===== src/sv/tkf_pkg.sv =====
// shared types and constants for the tilt kalman filter
`default_nettype none
package tkf_pkg;
   localparam int CfgWidth = 15;
   localparam int DataWidth = 16;
   localparam int CsrIdxWidth = 2;
   localparam logic [CsrIdxWidth-1:0] CSR_TIME_STEP = 2'd0;
   localparam logic [CsrIdxWidth-1:0] CSR_RATE_GAIN = 2'd1;
   localparam logic [CsrIdxWidth-1:0] CSR_MEAS_VAR = 2'd2;
   localparam logic [CsrIdxWidth-1:0] CSR_PROC_VAR = 2'd3;
   localparam logic signed [DataWidth-1:0] CovReset = 16'sd204;

   // truncating shift right by 8 of a 32-bit value (toward zero)
   function automatic logic signed [31:0] div256(input logic signed [31:0] v);
      logic signed [31:0] b;
      b = v + (v[31] ? 32'sd255 : 32'sd0);
      return b >>> 8;
   endfunction
endpackage
`default_nettype wire


===== src/sv/tkf_div.sv =====
// iterative signed 32/16 divider, one quotient bit per cycle
`default_nettype none
module tkf_div import tkf_pkg::*; (
   input  wire logic               clock,
   input  wire logic               reset,
   input  wire logic               start,
   input  wire logic signed [31:0] dividend,
   input  wire logic signed [15:0] divisor,
   output logic                    done,
   output logic signed [31:0]      quotient
);
   logic [31:0] rem_ff, rem_in, quo_ff, quo_in;
   logic [15:0] den_ff, den_in;
   logic        neg_ff, neg_in, busy_ff, busy_in, done_ff, done_in;
   logic [5:0]  cnt_ff, cnt_in;
   logic [32:0] trial;
   logic [31:0] rem_sh;

   always_comb begin
      rem_in = rem_ff; quo_in = quo_ff; den_in = den_ff; neg_in = neg_ff;
      busy_in = busy_ff; cnt_in = cnt_ff; done_in = 1'b0;
      rem_sh = {rem_ff[30:0], quo_ff[31]};
      trial = {1'b0, rem_sh} - {17'd0, den_ff};
      if (start) begin
         quo_in = dividend[31] ? 32'(-dividend) : dividend;
         den_in = divisor[15] ? 16'(-divisor) : divisor;
         neg_in = dividend[31] ^ divisor[15];
         rem_in = '0; cnt_in = 6'd32; busy_in = 1'b1;
      end else if (busy_ff) begin
         if (!trial[32]) begin
            rem_in = trial[31:0]; quo_in = {quo_ff[30:0], 1'b1};
         end else begin
            rem_in = rem_sh; quo_in = {quo_ff[30:0], 1'b0};
         end
         cnt_in = cnt_ff - 6'd1;
         if (cnt_ff == 6'd1) begin
            busy_in = 1'b0; done_in = 1'b1;
         end
      end
   end

   always_ff @(posedge clock) begin
      if (reset) begin
         busy_ff <= 1'b0; done_ff <= 1'b0;
      end else begin
         busy_ff <= busy_in; done_ff <= done_in;
      end
      rem_ff <= rem_in; quo_ff <= quo_in; den_ff <= den_in;
      neg_ff <= neg_in; cnt_ff <= cnt_in;
   end

   assign done = done_ff;
   assign quotient = neg_ff ? 32'(-quo_ff) : quo_ff;
endmodule
`default_nettype wire


===== src/sv/tilt_kalman_filter_q8_8.sv =====
// top level of the two-state q8.8 tilt kalman filter
// each sample runs fourteen products on one shared multiplier and two gain divides on one
// bit-serial divider; the divides are skipped when the innovation covariance is zero, and a new
// request is accepted only after the response has been taken
// reset: synchronous, active high; registers and filter state return to defaults
`default_nettype none
module tilt_kalman_filter_q8_8 import tkf_pkg::*; (
   input  wire logic                   clock,
   input  wire logic                   reset,
   input  wire logic                   req_tvalid,
   output logic                        req_tready,
   input  wire logic [31:0]            req_tdata,   // gyro_rate[15:0], tilt_meas[31:16]
   output logic                        rsp_tvalid,
   input  wire logic                   rsp_tready,
   output logic [31:0]                 rsp_tdata,   // angle_est[15:0], bias_est[31:16]
   output logic                        rsp_tuser,   // div_zero
   input  wire logic                   csr_we,
   input  wire logic [CsrIdxWidth-1:0] csr_index,
   input  wire logic [CfgWidth-1:0]    csr_wdata
);
   typedef enum logic [2:0] {IDLE, MUL, DIV0, DIV1, OUT} state_type;
   // micro-steps of the multiply sequence, in issue order
   typedef enum logic [3:0] {
      S_TS_BIAS, S_RG_RATE, S_TS_P10, S_TS_P11, S_K0_INN, S_K1_INN, S_K0_P01,
      S_K1_P01, S_P11_TS, S_K1_P00, S_M2_TS, S_AP01_TS, S_K0_P00, S_M1_TS
   } step_type;
   typedef logic signed [DataWidth-1:0] s16_type;
   typedef logic signed [23:0] s24_type;
   typedef logic signed [31:0] s32_type;

   // configuration
   logic [CfgWidth-1:0] ts_ff, rg_ff, mv_ff, pv_ff;
   // filter state
   s16_type angle_ff, bias_ff, p00_ff, p01_ff, p10_ff, p11_ff;
   // step temporaries
   s16_type rate_ff, tilt_ff, pred_ff, inn_ff, s_ff, ap00_ff, ap01_ff, k0_ff, k1_ff;
   s24_type m1_ff, m2_ff;      // k0*p01/256, k1*p01/256, kept unwrapped
   s32_type acc_ff;            // product accumulator
   s32_type prod_ff;           // registered multiplier output
   logic    dz_ff;
   logic    half_ff;           // low: issue product, high: consume it
   logic    dgo_ff;            // divider start pulse
   state_type state_ff;
   step_type  step_ff;
   s16_type s_in;
   s16_type ts_op, rg_op;
   s24_type ma;
   s16_type mb;
   s32_type prod;
   s32_type div_num;
   logic    go_div;
   logic    ddone;
   s32_type dquo;

   // gain dividends are ap00*256 and p10*256, sign extended
   assign div_num = (state_ff == DIV1) ? {{8{p10_ff[15]}}, p10_ff, 8'd0}
                                       : {{8{ap00_ff[15]}}, ap00_ff, 8'd0};

   tkf_div u_div (
      .clock(clock), .reset(reset), .start(dgo_ff),
      .dividend(div_num), .divisor(s_ff), .done(ddone), .quotient(dquo)
   );

   assign s_in = p00_ff + s16_type'({1'b0, mv_ff});
   assign ts_op = s16_type'({1'b0, ts_ff});
   assign rg_op = s16_type'({1'b0, rg_ff});

   // shared multiplier operand select; product registered next cycle
   always_comb begin
      ma = '0; mb = '0;
      case (step_ff)
         S_TS_BIAS: begin ma = s24_type'(bias_ff); mb = ts_op; end
         S_RG_RATE: begin ma = s24_type'(rate_ff); mb = rg_op; end
         S_TS_P10:  begin ma = s24_type'(p10_ff);  mb = ts_op; end
         S_TS_P11:  begin ma = s24_type'(p11_ff);  mb = ts_op; end
         S_K0_INN:  begin ma = s24_type'(inn_ff);  mb = k0_ff; end
         S_K1_INN:  begin ma = s24_type'(inn_ff);  mb = k1_ff; end
         S_K0_P01:  begin ma = s24_type'(p01_ff);  mb = k0_ff; end
         S_K1_P01:  begin ma = s24_type'(p01_ff);  mb = k1_ff; end
         S_P11_TS:  begin ma = s24_type'(p11_ff);  mb = ts_op; end
         S_K1_P00:  begin ma = s24_type'(p00_ff);  mb = k1_ff; end
         S_M2_TS:   begin ma = m2_ff;              mb = ts_op; end
         S_AP01_TS: begin ma = s24_type'(ap01_ff); mb = ts_op; end
         S_K0_P00:  begin ma = s24_type'(p00_ff);  mb = k0_ff; end
         S_M1_TS:   begin ma = m1_ff;              mb = ts_op; end
         default:   begin ma = '0; mb = '0; end
      endcase
   end
   // products wrap to 32 bits
   assign prod = s32_type'(ma) * s32_type'(mb);

   // start the first divide after the last predict product, the second after the first
   assign go_div = (state_ff == MUL && half_ff && step_ff == S_TS_P11 && !dz_ff)
                   || (state_ff == DIV0 && ddone);

   always_ff @(posedge clock) begin
      if (reset) begin
         ts_ff <= 15'd25; rg_ff <= 15'd25; mv_ff <= 15'd25; pv_ff <= '0;
         angle_ff <= '0; bias_ff <= '0; p00_ff <= CovReset; p01_ff <= '0;
         p10_ff <= '0; p11_ff <= CovReset;
         state_ff <= IDLE; step_ff <= S_TS_BIAS; half_ff <= 1'b0; dgo_ff <= 1'b0;
         dz_ff <= 1'b0;
      end else begin
         dgo_ff <= go_div;
         if (csr_we) begin
            case (csr_index)
               CSR_TIME_STEP: ts_ff <= csr_wdata;
               CSR_RATE_GAIN: rg_ff <= csr_wdata;
               CSR_MEAS_VAR:  mv_ff <= csr_wdata;
               CSR_PROC_VAR:  pv_ff <= csr_wdata;
               default: ;
            endcase
         end
         case (state_ff)
            IDLE: if (req_tvalid) begin
               rate_ff <= req_tdata[15:0]; tilt_ff <= req_tdata[31:16];
               s_ff <= s_in;
               dz_ff <= (s_in == '0);
               k0_ff <= '0; k1_ff <= '0;
               step_ff <= S_TS_BIAS; half_ff <= 1'b0; state_ff <= MUL;
            end
            MUL: begin
               if (!half_ff) begin
                  prod_ff <= prod;
                  half_ff <= 1'b1;
               end else begin
                  half_ff <= 1'b0;
                  // consume the registered product; covariance uses pre-step values
                  case (step_ff)
                     S_TS_BIAS: acc_ff <= prod_ff;
                     S_RG_RATE: pred_ff <= angle_ff + s16_type'(div256(acc_ff + prod_ff));
                     S_TS_P10: begin
                        ap00_ff <= p00_ff + s16_type'(div256(prod_ff));
                        inn_ff <= tilt_ff - pred_ff;
                     end
                     S_TS_P11:  ap01_ff <= p01_ff + s16_type'(div256(prod_ff));
                     S_K0_INN:  angle_ff <= pred_ff + s16_type'(div256(prod_ff));
                     S_K1_INN:  bias_ff <= bias_ff + s16_type'(div256(prod_ff));
                     S_K0_P01:  m1_ff <= s24_type'(div256(prod_ff));
                     S_K1_P01:  m2_ff <= s24_type'(div256(prod_ff));
                     S_P11_TS:  acc_ff <= prod_ff;
                     S_K1_P00:  acc_ff <= div256(acc_ff - prod_ff);
                     S_M2_TS: begin
                        p10_ff <= p10_ff + s16_type'(acc_ff) - s16_type'(div256(prod_ff));
                        p11_ff <= p11_ff - s16_type'(m2_ff);
                     end
                     S_AP01_TS: acc_ff <= prod_ff;
                     S_K0_P00:  acc_ff <= div256(acc_ff - prod_ff);
                     S_M1_TS: begin
                        p00_ff <= ap00_ff + s16_type'(acc_ff) - s16_type'(div256(prod_ff))
                                  + s16_type'({1'b0, pv_ff});
                        p01_ff <= ap01_ff - s16_type'(m1_ff);
                     end
                     default: ;
                  endcase
                  // sequence: predict products, gain divides unless dz is set, update products
                  case (step_ff)
                     S_TS_P11: begin
                        if (dz_ff) step_ff <= S_K0_INN;   // zero gains, skip divides
                        else state_ff <= DIV0;
                     end
                     S_M1_TS: state_ff <= OUT;
                     default: step_ff <= step_type'(step_ff + 4'd1);
                  endcase
               end
            end
            DIV0: if (ddone) begin
               k0_ff <= s16_type'(dquo); state_ff <= DIV1;
            end
            DIV1: if (ddone) begin
               k1_ff <= s16_type'(dquo); step_ff <= S_K0_INN; state_ff <= MUL;
            end
            OUT: if (rsp_tready) state_ff <= IDLE;
            default: state_ff <= IDLE;
         endcase
      end
   end

   assign req_tready = (state_ff == IDLE);
   assign rsp_tvalid = (state_ff == OUT);
   assign rsp_tdata = {bias_ff, angle_ff};
   assign rsp_tuser = dz_ff;
endmodule
`default_nettype wire

===== config.mk =====
export PLATFORM = sky130hd
export DESIGN_NAME = tilt_kalman_filter_q8_8
export DESIGN_NICKNAME = d
export VERILOG_FILES = /design/src/sv/tkf_pkg.sv /design/src/sv/tkf_div.sv /design/src/sv/tilt_kalman_filter_q8_8.sv
export SDC_FILE = /design/constraint.sdc
export NUM_CORES = 2
export LEC_CHECK = 0
export ABC_AREA = 1
export BUFFER_PORTS_ARGS = -buffer_cell sky130_fd_sc_hd__buf_2
export CORE_ASPECT_RATIO = 0.9
export CORE_MARGIN = 5
export CORE_UTILIZATION = 30
export DETAILED_ROUTE_END_ITERATION = 7
export GPL_TIMING_DRIVEN = 0
export SYNTH_ARGS = -nofsm -noshare
export SYNTH_HDL_FRONTEND = slang
export SYNTH_SLANG_ARGS = --single-unit

===== constraint.sdc =====
create_clock -name clock -period 22.5 [get_ports clock]
set_clock_uncertainty 0.05 [all_clocks]
set_input_delay 4.5 -clock clock [delete_from_list [all_inputs] [get_ports clock]]
set_output_delay 4.5 -clock clock [all_outputs]
set_load 0.01 [all_outputs]

* After elaboration in Yosys (flattened, before gate mapping)
Cells that the tools add are included.
Word-level totals: flip-flop bits (word level) 510, input port bits 54, output and inout port bits 35, logic and storage cells 182
Operators by class: $add $sub $neg 25, multiply operators 1, equal/unequal tests 30, mux-type cells 39, bitwise logic cells 4, reductions and logical operators 47
Operators with widths (count):
- one-hot mux 24 bit (10 select lines) | 1
- adder 16 bit | 9
- 2-to-1 mux 32 bit | 4
- subtractor 16 bit | 5
- adder 32 x 9 -> 32 bit | 2
- one-hot mux 16 bit (2 select lines) | 2
- one-hot mux 16 bit (4 select lines) | 1
- one-hot mux 32 bit (2 select lines) | 1
- 2-to-1 mux 16 bit | 3
- subtractor 32 x 16 -> 33 bit | 1
- adder 32 bit | 1
- multiplier 24 x 16 -> 32 bit | 1
- negation 16 bit | 2
- negation 32 bit | 1
- AND reduction 4 bit | 8
- subtractor 32 bit | 1
- 2-to-1 mux 31 bit | 1
- adder 24 x 9 -> 24 bit | 1
- equality test 4 bit (second input constant) | 6
- 2-to-1 mux 8 bit | 3
- 2-to-1 mux 3 bit | 6
- AND reduction 3 bit | 6
- equality test 4 x 3 -> 1 bit (second input constant) | 4
- zero test 16 bit | 1
- 38 further kinds | 75

* Depth between registers and ports, before layout
depth in word-level cells 5, gate-level depth with buffers 39, gate-level depth less buffers 37

* By module
A second synthesis with hierarchy kept.
Unflattened totals: cell total of the unflattened synthesis 6544, area total of the unflattened synthesis 49809.0 µm²
Modules (own cells, without submodules):
- tilt_kalman_filter_q8_8 | times used 1, cells each 5440, area an instance 42629.6 µm², sequential area each 11010.6 µm²
- tkf_div | times used 1, cells each 1104, area an instance 7179.4 µm², sequential area each 2252.2 µm²

* Worst setup path before layout
No wires, ideal clock.
kind input to register, from input port reset, to register rate_ff[0], enable pin, setup time 0.453 ns, arrival time 6.932 ns, required time 21.997 ns, setup slack 15.064 ns, stages on the path 3, path buffers 2, path through clkbuf_1 -> buf_1 -> nor2_1
Between the ends: word-level cells in the longest chain between the ends 2
RTL lines:
- start: declaration | RTL line tilt_kalman_filter_q8_8.sv:9 | input wire logic reset,
- NOT 1 bit (no source line)
- AND reduction 3 bit (no source line)
- end signal: assignment | RTL line tilt_kalman_filter_q8_8.sv:116 | rate_ff <= req_tdata[15:0]; tilt_ff <= req_tdata[31:16];
- end: declaration | RTL line tilt_kalman_filter_q8_8.sv:36 | s16_type rate_ff, tilt_ff, pred_ff, inn_ff, s_ff, ap00_ff, ap01_ff, k0_ff, k1_ff;
No other way between the ends. A chain may end at the register's enable or synchronous reset.

* Worst setup path in the final report
from register step_ff[0], to register prod_ff[27] (data pin)
Between the ends: word-level cells in the longest chain between the ends 4, elaborated cells between the ends (all ways) 24, classes of those cells mul: 1; eq/ne: 13; mux: 2; reduce/logical: 8
RTL lines:
- start: declaration | RTL line tilt_kalman_filter_q8_8.sv:44 | step_type step_ff;
- start signal: assignment | RTL line tilt_kalman_filter_q8_8.sv:163 | default: step_ff <= step_type'(step_ff + 4'd1);
- equality test 4 x 2 -> 1 bit, or another cell as far along | RTL line tilt_kalman_filter_q8_8.sv:71 | case (step_ff)
- OR reduction 7 bit (no source line), or another cell as far along
- one-hot mux 16 bit (4 select lines) / one-hot mux 24 bit (10 select lines) (equally long branches) | RTL line tilt_kalman_filter_q8_8.sv:71
- multiplier 24 x 16 -> 32 bit * | RTL line tilt_kalman_filter_q8_8.sv:90 | assign prod = s32_type'(ma) * s32_type'(mb);
- named net prod[27] | RTL line tilt_kalman_filter_q8_8.sv:49 | s32_type prod;
- end signal: assignment | RTL line tilt_kalman_filter_q8_8.sv:124 | prod_ff <= prod;
- end: declaration | RTL line tilt_kalman_filter_q8_8.sv:39 | s32_type prod_ff;
The timed path passes the listed nets; every way through them passes the cells marked *.

==> metrics.txt <==
synth top area cells=edfxtp_1 19%, fa_1 15%, nand2_1 10%; outcome=finished, final reports clean; Mapped Area=0.0482 sq mm; number of global-route vias before repair=40710; CTS Root Cell=clkbuf_16; P_leak=26.0 nW; post-DR vias/cell=4.99; initial antenna violation count=6; die area=0.169 sq mm; clock sink total=510; most frequent cells in the layout=1323 x nand2_1, 1167 x inv_1, 568 x nor2_1; most common flop cell mapped by yosys=edfxtp_1; fraction of registers with async set/reset=0%; post-detailed-route count of antenna-violating nets=0; #FFs+latches synth=510; Clock Latency Late Sink=0.65 ns; Initial Util=30.2%; WL/cell=19.9 microns; Synth Warn #=0; largest net degree at the start of global routing=37; Layout area overhead=11.0%; RSZ-0062 raised after global routing=no; Rows=139; f_max=106 MHz; WP data required=22.90 ns; largest fanout on the critical path=10; worst path arrival time=9.84 ns; CTS max path bufs=3; Final period util=41.9%; CTS buffer count=56; startpoint types=register; met1 Use GR=28.2%; 1st-iter DRT viols=4498; max capacitance violation total=0; final setup violation count=0; fillers=16819; CTS resizes=0; HP Class=reg -> reg; met2 Usage GRT=30.0%; Final Max Slew Viols=0; Final #Nets=7145; CTS tree=built; total number of vias=42631; post-synthesis sequential area ratio=27.5%; critical path's slowest cell=o2111ai_1; Hold Buf Count CTS=0; Hold Vio Cnt, Final=0; Core ar.=0.160 sq mm; Max VDD drop=0.0000603 V; Synth top area share=19.0%; routability cong.=0.975; Buffers on Ports=88; gr ovfl total=0; syn_nets=6986; Tmin final=9.43 ns; measured slew at the worst slew-check pin=1.31 ns; Syn Inst Count=6213; synth unique cells=75; DIE HEIGHT=390 microns; final wirelength=170000 microns; die width=433 microns; Worst path max stage delay=1.06 ns; commonest non-fill, non-tap cell in the layout=nand2_1; I/O pins=89; Final Util=33.5%; critical path class=reg -> reg; First-pass DRT Iterations=8; post-synth top area cell=edfxtp_1; busiest grt layer=met2; mean post-synth cell area=7.76 sq um; P per Cell Area=87.7 mW/mm^2; normalized max-slew margin=12.2%; crit end category=register; Global Route Usage Sum=19.6%; DP Wirelength=139000 microns; EDFF count, synth=305; htree depth=2; post-route setup TNS=0 ns; crit-path most repeated cell=inv_1; Final Total Pwr=4.69 mW; first-pass GRT wire length=253000 microns; residual DRC count=0; met3 Track Usage GR=3.38%; clk slew on worst S/H paths=0.06 ns; setup bufs post-CTS=0; layout cells sized above 1=5.94%
[synthesized netlist by cell type (all sizes together) (13+ instances only)]
master / instances
nand2: 1356
ha: 363
o31ai: 18
o21ai: 353
a31oi: 17
nand3b: 17
xor2: 209
nor4: 22
xnor2: 84
nor3: 65
a221oi: 14
a21boi: 18
or2: 13
nand3: 255
a21o: 19
buf: 58
o21bai: 20
o22ai: 15
inv: 1187
a21oi: 392
nor2: 597
clkbuf: 94
dfxtp: 205
edfxtp: 305
fa: 356
nand4: 66
[state kept, by name, summed over array words and instances, names as in the netlist, 24 cells and up]
signal        flops
acc_ff           32
m1_ff            24
m2_ff            24
u_div.quo_ff     32
u_div.rem_ff     31
prod_ff          32
[power by group]
part / internal (mW) / switching, mW / total (mW)
registers: 1.11 / 0.0608 / 1.17
logic: 0.807 / 1.74 / 2.55
clock network: 0.558 / 0.415 / 0.973
total: 2.48 / 2.22 / 4.69
[logic make-up after synthesis]
kind of cell | after synthesis | share of synthesized area, %
simple gates | 2407 | 21.2
buf+inv | 1342 | 10.7
compound gates | 939 | 10.9
fa+ha+maj | 719 | 24.2
flops | 510 | 27.5
xor+xnor | 293 | 5.42
mux | 3 | 0.0623
[per-stage QoR]
stage          cell area [sq um]  worst slack (ns)  hold slack (ns)  cells
2_1_floorplan              48200             15.06            0.379   6213
3_3_place_gp               51300             13.19            0.391   8416
3_5_place_dp               51600             13.18            0.394   8428
4_1_cts                    53500             13.13            0.410   8533
5_1_grt                    53500             12.65            0.442   8534
6_report                   53500             13.07            0.409   8535
[layer usage]
layer | part of all wire (%) | up-vias
met2 | 43 | 1793
met3 | 8.8 | 288
met5 | 0.0077 | -
li1 | - | 20103
met1 | 45 | 20445
met4 | 3.5 | 2
[worst max-delay path, delay by kind of cell (launching register included)]
kind            cells  cell delay, ns
fa+ha+maj           8            3.93
compound gates      5            2.03
buf+inv             9            1.46
simple gates        7            1.17
flops               1            0.35
xor+xnor            1            0.22
[worst paths after layout]
kind	startpoint	to	slack, ns	cells past startpoint
setup / recovery	step_ff[0]	prod_ff[27]	13.07	30
hold / removal	ts_ff[3]	ts_ff[3]	0.41	2
setup reg to reg	step_ff[0]	prod_ff[27]	13.07	30
hold reg to reg	ts_ff[3]	ts_ff[3]	0.41	2
[area by class of cell]
class | count | area, sq um | area share, %
inverter | 1190 | 4480 | 8.36
timing repair buffer | 101 | 671 | 1.25
buffer | 152 | 697 | 1.30
tap | 2115 | 2650 | 4.95
multi-input combinational | 4361 | 29900 | 55.8
clock buffer | 82 | 1620 | 3.03
sequential | 510 | 13300 | 24.8
clock inverter | 23 | 268 | 0.500
antenna | 1 | 2.50 | 0.00468
Note: power is estimated with default switching activity, not from simulation.
